File: src/rtl/core/sqvs_div.sv
// Pipelined restoring divider, one quotient bit per stage, remainder kept.
// Depends on nothing beyond its parameters.
module sqvs_div #(
    parameter int NW = 16,
    parameter int DW = 9
) (
    input  logic          clk,
    input  logic          en,
    input  logic [NW-1:0] num,
    input  logic [DW-1:0] den,
    output logic [NW-1:0] quo,
    output logic [DW-1:0] rem
);
    logic [NW-1:0] q_reg [NW+1];
    logic [DW:0]   r_reg [NW+1];
    logic [NW-1:0] n_reg [NW+1];
    logic [DW-1:0] d_reg [NW+1];

    always_comb
    begin
        q_reg[0] = '0;
        r_reg[0] = '0;
        n_reg[0] = num;
        d_reg[0] = den;
    end

    for (genvar i = 0; i < NW; i++)
    begin : g_bit
        logic [DW+1:0] t;
        assign t = {r_reg[i], n_reg[i][NW-1-i]};
        always_ff @(posedge clk)
        begin
            if (en)
            begin
                n_reg[i+1] <= n_reg[i];
                d_reg[i+1] <= d_reg[i];
                if (t >= {2'b00, d_reg[i]})
                begin
                    r_reg[i+1] <= (DW+1)'(t - {2'b00, d_reg[i]});
                    q_reg[i+1] <= q_reg[i] | (NW'(1) << (NW-1-i));
                end
                else
                begin
                    r_reg[i+1] <= (DW+1)'(t);
                    q_reg[i+1] <= q_reg[i];
                end
            end
        end
    end

    assign quo = q_reg[NW];
    assign rem = r_reg[NW][DW-1:0];
endmodule

File: config.mk
export PLATFORM = sky130hd
export DESIGN_NAME = sqvs_div
export DESIGN_NICKNAME = d
export VERILOG_FILES = /design/src/rtl/core/sqvs_div.sv
export SDC_FILE = /design/constraint.sdc
export NUM_CORES = 1
export LEC_CHECK = 0
export BUFFER_PORTS_ARGS = -buffer_cell sky130_fd_sc_hd__buf_2
export CAP_MARGIN = 25
export CORE_MARGIN = 4
export CORE_UTILIZATION = 55
export CTS_BUF_LIST = sky130_fd_sc_hd__clkbuf_2 sky130_fd_sc_hd__clkbuf_4 sky130_fd_sc_hd__clkbuf_8
export DETAILED_ROUTE_END_ITERATION = 7
export HOLD_SLACK_MARGIN = 0.03
export PLACE_DENSITY = 0.77
export SYNTH_ARGS = -nofsm -noshare
export SYNTH_HDL_FRONTEND = slang
export SYNTH_SLANG_ARGS = --single-unit
File: constraint.sdc
create_clock -name clk -period 5.93 [get_ports clk]
set_clock_uncertainty 0.1 [all_clocks]
set_input_delay 1.186 -clock clk [delete_from_list [all_inputs] [get_ports clk]]
set_output_delay 1.186 -clock clk [all_outputs]
set_load 0.02 [all_outputs]
==> results.yml, run 1 <==
cts:
  clk_path_buf_depth: 3
  clock_latency_ns: 0.64
  postCtsHoldBufs: 0
  cts_setup_buffers: 0
  cts_made_buffers: 88
  cts_tree: "built"
  ctsResizeCount: 0
  root_buffer: "clkbuf_8"
  cts.sinks: 550
  htree_num_levels: 3
  cts.clk_slew.worst_paths_ns: 0.07
job:
  maxCapViolations: 0
timing:
  fin_crit_sh_pct: 49.8
  slew_viol_final: 0
  worstMarginPinSlew_ns: 0.836
  max_slew_margin_pct: 44.1
  fmax_ghz: 0.339
  rsz0062_at_grt: "false"
  hold_viol: 0
  setup_viol: 0
  fin_ws_ns: 2.98
  setup_tns_ns: 0
  period_needed_ns: 2.95
setup_path:
  path_max_fanout: 9
  critPathLaunchType: "register"
  endpoint_kind: "register"
  crit_path_frequent_cell: "a21oi_1"
  worst-path-buf-inv: 0
  critPathKind: "register to register"
  critical-path-slowest-cell: "nor2b_1"
  path_cells: "ha_1 -> a21oi_1 -> a21oi_1 -> o31ai_1 -> nor2b_1 -> mux2_2"
  required_ns: 6.23
  critPathMaxStageDelay_ns: 0.72
  critPathTopFamily: "simple AND/OR/NAND/NOR gates"
  worstPathArrival_ns: 3.25
power:
  total_power_mw: 13.0
  p_leak_nw: 10.9
  p_sw_mw: 3.98
  clkPwrFrac_pct: 25.3
  seqPwrFrac_pct: 43.0
  p_int_mw: 9.04
  p_comb_share_pct: 31.7
  peakVddDrop_mv: 0.314
  p_sw_share_pct: 30.6
  cellPowerDensity_nw_per_um2: 461
route:
  ant_nets: 0
  drt_iter0_drc: 1044
  avgViaCountPerCell: 5.64
  wire_per_inst_um: 17.0
  first_pass_iters: 5
  vias: 14600
  wl_um: 44100
  route.detailed.drc: 0
global_route:
  grt_pass1_vias: 14800
  grt-ovfl-total: 0
  grt_pass1_wl_um: 72600
  grt_use_total_pct: 17.8
  antenna_found_initial: 0
  grt_max_degree: 141
hold_path:
  hold_path_class: "register to register"
finish:
  drive_above_1_share_pct: 15.7
  final_cell_area_um2: 28200
  diodes: 0
  syn2layout_area_growth_pct: 10.6
  fin_nets: 2104
  layoutNonFillerInstCount: 2587
  largest_reg_flops: 165
  nFillCells: 3370
logic_synthesis:
  synth_edf_count: 550
  syn_inst: 1810
  synth_seq_cells: 550
  ys_warn_count: 0
  yosysUniqueCellTypes: 55
  synthArstFlopShare_pct: 0
  syn_nets: 1989
  ys.flop_type: "edfxtp_1"
  synthesis.area_um2: 25500
  avgSynthCellArea_um2: 14.1
  yosysSeqAreaShare_pct: 64.7
run_status:
  status: "completed"
floorplanning:
  io_pins: 52
  die_area_um2: 50000
  dieHeight_um: 224
  start_util_pct: 55.9
  placementRows: 78
  core_area_um2: 45700
  die_x_um: 224
place:
  dp.final_hpwl_um: 30000
  routabilityCongestion: 0.854
  io_buffers: 51
  dpl.cell_count: 2435
  pre_cts_ws_ns: 3.01
  dpl_cell_area_um2: 26500
[power by group through the flow]
stage	logic [mW]	registers [mW]	clock network, mW
after global routing	4.58	5.66	3.60
after floorplan	3.21	5.53	0
after detailed placement	4.04	5.66	0
final	4.12	5.60	3.29
after CTS	4.09	5.60	3.40
after global placement	3.91	5.65	0
[synthesized netlist by cell type, drive strengths merged (8+ instances only)]
| library cell | number | area [um2] |
|---|---|---|
| edfxtp | 550 | 16500 |
| inv | 189 | 709 |
| ha | 137 | 1710 |
| mux2 | 106 | 1200 |
| a21oi | 104 | 521 |
| nand2 | 74 | 278 |
| nor2 | 65 | 244 |
| o21ai | 57 | 293 |
| nand2b | 50 | 313 |
| xnor2 | 43 | 377 |
| xor2 | 37 | 324 |
| nor2b | 33 | 206 |
| nand3 | 30 | 150 |
| nor3 | 26 | 130 |
| buf | 24 | 160 |
| a21o | 23 | 173 |
| nand4 | 22 | 138 |
| a211oi | 21 | 158 |
| mux2i | 17 | 170 |
| fa | 15 | 300 |
| o21bai | 15 | 113 |
| a31oi | 14 | 87.6 |
| a211o | 13 | 114 |
| o211ai | 12 | 90.1 |
| or3 | 10 | 72.6 |
| a2111oi | 9 | 78.8 |
| a221oi | 9 | 78.8 |
| a221o | 8 | 80.1 |
| a311oi | 8 | 70.1 |
| nor4 | 8 | 50.1 |
| o211a | 8 | 80.1 |
| o31a | 8 | 70.1 |
[area by class of cell]
cell class,count,area (um2),area share [%]
Sequential cell,550,16500,58.5
Multi-Input combinational cell,1041,8140,28.8
Clock buffer,109,1380,4.87
Tap cell,600,751,2.66
Inverter,189,709,2.51
Clock inverter,43,408,1.44
Timing Repair Buffer,55,345,1.22
[logic make-up (layout without fill, tap and decap cells)]
kind of cell | after synthesis | after routing | share of synthesized area, %
flip-flops | 550 | 550 | 64.7
AO/OA/AOI/OAI | 345 | 345 | 9.03
AND/OR/NAND/NOR | 341 | 341 | 6.83
buffers and inverters | 219 | 396 | 3.49
adder cells (fa/ha/maj) | 152 | 152 | 7.89
multiplexers | 123 | 123 | 5.37
XOR/XNOR | 80 | 80 | 2.74
[worst reg2reg max path, cell delays in order (launching register included)]
cell and delay, ns:
edfxtp_1 0.41, ha_1 0.37, a21oi_1 0.22, a21oi_1 0.12, o31ai_1 0.33, nor2b_1 0.72, mux2_2 0.42
[worst paths after layout]
path	startpoint	end	slack, ns	cells past startpoint
setup reg to reg	g_bit[15].t[2]	rem[3]	2.98	6
setup / recovery	g_bit[15].t[2]	rem[3]	2.98	6
hold reg to reg	q_reg[22]	quo[6]	0.29	0
hold / removal	q_reg[22]	quo[6]	0.29	0
[layer usage]
metal  track usage [%]  routed length (um)  share of wire (%)  up-vias
li1                  -                   -                  -     7074
met1              22.6               18800                 43     7023
met2              30.5               21900                 50      404
met3              3.26                2230                5.1       86
met4              7.36                1120                2.5        0
met5                 0                   0                  0        -
[per-stage QoR]
step / hold WS [ns] / util [%]
floorplan: 0.300 / -
CTS: 0.288 / 61.8
global route: 0.311 / 61.8
finish: 0.290 / 61.8
detailed placement: 0.305 / 57.9
global placement: 0.300 / 57.9
[layout by cell type (no fill, tap or decap), drive strengths merged, types with 17 or more instances in the layout]
cell,synthesis,layout
clkinv,0,30
nand3,30,30
buf,24,55
a21o,23,23
clkbuf,6,109
ha,137,137
mux2,106,106
mux2i,17,17
xor2,37,37
inv,189,191
xnor2,43,43
nor3,26,26
a21oi,104,104
o21ai,57,57
a211oi,21,21
nor2,65,65
edfxtp,550,550
nand2,74,74
nand2b,50,50
nor2b,33,33
nand4,22,22
No activity file was read; power rests on OpenSTA's default activity.
==> run 2: changes to the inputs <==
PLACE_DENSITY = 0.8   (was 0.77)
clock period = 2.6 ns   (was 5.93 ns; I/O delays follow)
==> results.yml, run 2 (synthesis results as in run 1) <==
floorplanning:
  core_area_um2: 45700
  dieHeight_um: 224
  start_util_pct: 55.9
  placementRows: 78
  io_pins: 52
  die_x_um: 224
  die_area_um2: 50000
finish:
  nFillCells: 3307
  largest_reg_flops: 165
  drive_above_1_share_pct: 19.2
  multi_input_area_um2: 8260
  layoutNonFillerInstCount: 2679
  mostFrequentLayoutCell: "edfxtp_1"
  final_cell_mix: "edfxtp_1, inv_1, ha_1, mux2_2, a21oi_1"
  diodes: 0
  syn2layout_area_growth_pct: 13.9
  final_util_pct: 63.7
  register_area_um2: 16500
  fin_nets: 2194
global_route:
  antenna_found_initial: 0
  grt_use_total_pct: 18.3
  grt_pass1_vias: 15300
  grt_max_degree: 84
  grt-ovfl-total: 0
  grt_pass1_wl_um: 75200
timing:
  fin_ws_ns: 0.0625
  period_needed_ns: 2.54
  fmax_ghz: 0.394
  setup_tns_ns: 0
  max_slew_margin_pct: 54.5
  hold_viol: 0
  slew_viol_final: 0
  setup_viol: 0
  fin_crit_sh_pct: 97.6
  worstMarginPinSlew_ns: 0.665
route:
  wire_per_inst_um: 17.0
  vias: 15000
  drt_iter0_drc: 1094
  first_pass_iters: 7
  avgViaCountPerCell: 5.59
  ant_nets: 0
  route.detailed.drc: 0
  wl_um: 45600
cts:
  cts_made_buffers: 88
  htree_num_levels: 3
  cts_tree: "built"
  cts.sinks: 550
  clock_latency_ns: 0.67
  clk_path_buf_depth: 3
  cts.clk_slew.worst_paths_ns: 0.06
  root_buffer: "clkbuf_8"
place:
  dp.final_hpwl_um: 31700
  routabilityCongestion: 0.870
  dpl.cell_count: 2498
  io_buffers: 51
  pre_cts_ws_ns: 0.0275
job:
  maxCapViolations: 0
setup_path:
  critPathCapture: "g_bit[10].t[9]"
  critPathLaunchType: "register"
  r2r-end: "g_bit[10].t[9]"
  critPathLaunch: "g_bit[9].t[0]"
  r2r_cells: 9
  r2r-start: "g_bit[9].t[0]"
  required_ns: 2.89
  reg2reg_slack_ns: 0.06
  critPathKind: "register to register"
  path_max_fanout: 3
  worstPathArrival_ns: 2.83
  endpoint_kind: "register"
power:
  cellPowerDensity_nw_per_um2: 1030
  p_leak_nw: 11.3
  total_power_mw: 29.9
  p_sw_share_pct: 31.1
  p_comb_share_pct: 33.5
  seqPwrFrac_pct: 42.6
  peakVddDrop_mv: 0.597
  clkPwrFrac_pct: 23.8
  p_int_mw: 20.6
  p_sw_mw: 9.30
run_status:
  status: "completed"
hold_path:
  hold_path_class: "input port to register"
## run 2: cell count changes in the layout (fill, tap and decap cells not counted), moves of 6 or more
cell,before,now
buf_4,0,60
dlygate4sd3_1,0,24
a211oi_1,21,11
a211oi_2,0,10
buf_12,4,10
## run 2: how the worst min path moves through the flow
stage                     slack (ns)              to       start  depth (start not counted)
after floorplan                 0.30  g_bit[10].t[0]  n_reg[117]                          0
after detailed placement        0.30   g_bit[6].t[0]  n_reg[185]                          0
after CTS                       0.05   g_bit[1].t[1]     num[15]                          3
final                           0.12   g_bit[1].t[1]     num[15]                          3
after global placement          0.30      n_reg[128]  n_reg[144]                          0
after global routing            0.08   g_bit[1].t[1]     num[15]                          3
## run 2: power groups by stage
stage	Clock (mW)	Sequential (mW)	Combinational (mW)
after global placement	0	12.9	9.29
after CTS	7.39	12.8	9.78
after floorplan	0	12.6	7.32
final	7.13	12.7	10.0
after detailed placement	0	12.9	9.66
after global routing	7.83	12.9	11.1
## run 2: metrics by stage
stage,area [um2],hold WS [ns]
floorplan,25500,0.300
global placement,27000,0.300
detailed placement,27000,0.305
CTS,29000,0.0485
global route,29100,0.0801
finish,29100,0.116
## run 2: repair_timing
item / CTS / global route
gates resized for setup: 0 / 30
setup endpoints to repair: 0 / 74
hold buffers: 24 / 0
hold endpoints to repair: 24 / 0
setup buffers: 0 / 3
## run 2: cell type report
type,count,share of cell area [%]
timing repair buffer,145,3.97
clock buffer,111,4.76
tap,600,2.58
multi-input combinational,1041,28.4
sequential,550,56.8
clock inverter,43,1.11
inverter,189,2.44
## run 2: critical path: stages, from the launching register on
cell	delay, ns
edfxtp_1	0.36
inv_1	0.07
ha_1	0.15
inv_1	0.05
fa_1	0.43
nand3_2	0.12
a21oi_1	0.08
or3_1	0.35
mux2_4	0.26
a211o_1	0.29
## run 2: per-layer routing
layer | global-route usage, % | vias up | part of all wire [%]
met5 | 0 | - | 0
met4 | 8.05 | 0 | 3.3
met3 | 3.13 | 108 | 4.7
met2 | 31.9 | 425 | 51
met1 | 22.6 | 7195 | 41
li1 | - | 7261 | -
==> run 3: changes to the inputs <==
SETUP_SLACK_MARGIN = 0.15   (was not set)
==> results.yml, run 3 (synthesis results as in run 1) <==
run_status:
  status: "completed"
place:
  pre_cts_ws_ns: 0.0275
  dpl_cell_area_um2: 27000
  dp.final_hpwl_um: 31700
  io_buffers: 51
  routabilityCongestion: 0.870
hold_path:
  hold_path_class: "input port to register"
global_route:
  grt_max_degree: 84
  grt_use_total_pct: 18.6
  antenna_found_initial: 0
  grt_pass1_wl_um: 76200
  grt-ovfl-total: 0
  grt_pass1_vias: 15400
timing:
  setup_viol: 0
  max_slew_margin_pct: 57.9
  setup_tns_ns: 0
  slew_viol_final: 0
  fin_ws_ns: 0.199
  fin_crit_sh_pct: 92.3
  fmax_ghz: 0.417
  rsz0062_at_grt: "true"
  hold_viol: 0
  period_needed_ns: 2.40
  holdWs_ns: 0.112
  worstMarginPinSlew_ns: 0.631
route:
  drt_iter0_drc: 1071
  wl_um: 46800
  ant_nets: 0
  vias: 15200
  avgViaCountPerCell: 5.63
  wire_per_inst_um: 17.4
  route.detailed.drc: 0
  first_pass_iters: 6
finish:
  largest_reg_flops: 165
  final_cell_mix: "edfxtp_1, inv_1, ha_1, mux2_2, a21oi_1"
  fin_nets: 2211
  mostFrequentLayoutCell: "edfxtp_1"
  syn2layout_area_growth_pct: 15.8
  final_util_pct: 64.8
  final_cell_area_um2: 29600
  nFillCells: 3244
  diodes: 0
  drive_above_1_share_pct: 23.1
cts:
  cts_tree: "built"
  cts.sinks: 550
  cts.clk_slew.worst_paths_ns: 0.07
  htree_num_levels: 3
  cts_made_buffers: 88
  clk_path_buf_depth: 3
  clock_latency_ns: 0.67
  root_buffer: "clkbuf_8"
setup_path:
  critPathKind: "register to register"
  r2r_cells: 9
  crit_path_frequent_cell: "inv_1"
  required_ns: 3.04
  critical-path-slowest-cell: "or4b_2"
  critPathMaxStageDelay_ns: 0.63
  critPathLaunch: "g_bit[5].t[0]"
  critPathCapture: "g_bit[6].t[7]"
  critPathLaunchType: "register"
  reg2reg_slack_ns: 0.20
  path_cells: "inv_1 -> ha_1 -> inv_1 -> fa_1 -> nand3_2 -> a21boi_0 -> or4b_2 -> nand3_1 -> mux2_2"
  endpoint_kind: "register"
  path_max_fanout: 3
  r2r-end: "g_bit[6].t[7]"
  worstPathArrival_ns: 2.84
  r2r-start: "g_bit[5].t[0]"
floorplanning:
  core_area_um2: 45700
  die_x_um: 224
  die_area_um2: 50000
  dieHeight_um: 224
  io_pins: 52
  start_util_pct: 55.9
  placementRows: 78
power:
  p_leak_nw: 11.4
  peakVddDrop_mv: 0.641
  cellPowerDensity_nw_per_um2: 1030
job:
  maxCapViolations: 0
-- run 3: cell types whose count changed in the layout (fill, tap and decap cells not counted), sizes merged --
| cell | change |
|---|---|
| buf | +16 |
| a21o | +1 |
-- run 3: worst min-delay path by stage --
stage | startpoint | to | slack, ns | cells past startpoint
6_report | num[15] | g_bit[1].t[1] | 0.11 | 3
5_1_grt | num[15] | g_bit[1].t[1] | 0.08 | 3
4_1_cts | num[15] | g_bit[1].t[1] | 0.05 | 3
3_5_place_dp | n_reg[185] | g_bit[6].t[0] | 0.30 | 0
3_3_place_gp | n_reg[144] | n_reg[128] | 0.30 | 0
2_1_floorplan | n_reg[117] | g_bit[10].t[0] | 0.30 | 0
-- run 3: cell type report --
class / count / area (um2) / area share (%)
well taps: 600 / 751 / 2.54
multi-input cells: 1042 / 8630 / 29.2
repair buffers: 161 / 1280 / 4.31
inverters: 189 / 709 / 2.40
flip-flops and latches: 550 / 16500 / 55.8
clock buffers: 111 / 1380 / 4.68
clock inverters: 43 / 324 / 1.10
-- run 3: stage by stage --
stage,instances,power (mW)
floorplan,1810,19.9
global placement,2498,22.2
detailed placement,2498,22.6
CTS,2684,30.1
global route,2696,32.4
finish,2696,30.5
-- run 3: repair_timing --
| item | in CTS | in global routing |
|---|---|---|
| cloned | 0 | 1 |
| buffers inserted | 8 | 11 |
| resized for setup | 36 | 86 |
| endpoints found under the setup margin | 88 | 116 |
| pin swaps | 7 | 23 |
| hold buffers | 24 | 0 |
| hold endpoints to repair | 24 | 0 |
-- run 3: report_power, final --
group / total, mW / leakage (nW) / internal (mW) / switching [mW]
Clock: 7.15 / 0.893 / 3.83 / 3.32
Combinational: 10.6 / 5.20 / 5.13 / 5.43
Sequential: 12.8 / 5.33 / 11.9 / 0.833
-- run 3: layer usage --
metal	vias to the layer above	share of wire, %	global-route usage, %
li1	7302	-	-
met1	7356	41	22.8
met2	393	52	32.5
met3	119	4.2	3.16
met4	0	3.3	8.09
met5	-	0	0
-- run 3: critical path, delay by kind of cell (launching register included) --
| kind | cells | cell delay [ns] |
|---|---|---|
| simple gates | 3 | 0.84 |
| fa+ha+maj | 2 | 0.59 |
| buf+inv | 2 | 0.14 |
| compound gates | 1 | 0.11 |
| mux | 1 | 0.14 |
| flops | 1 | 0.36 |
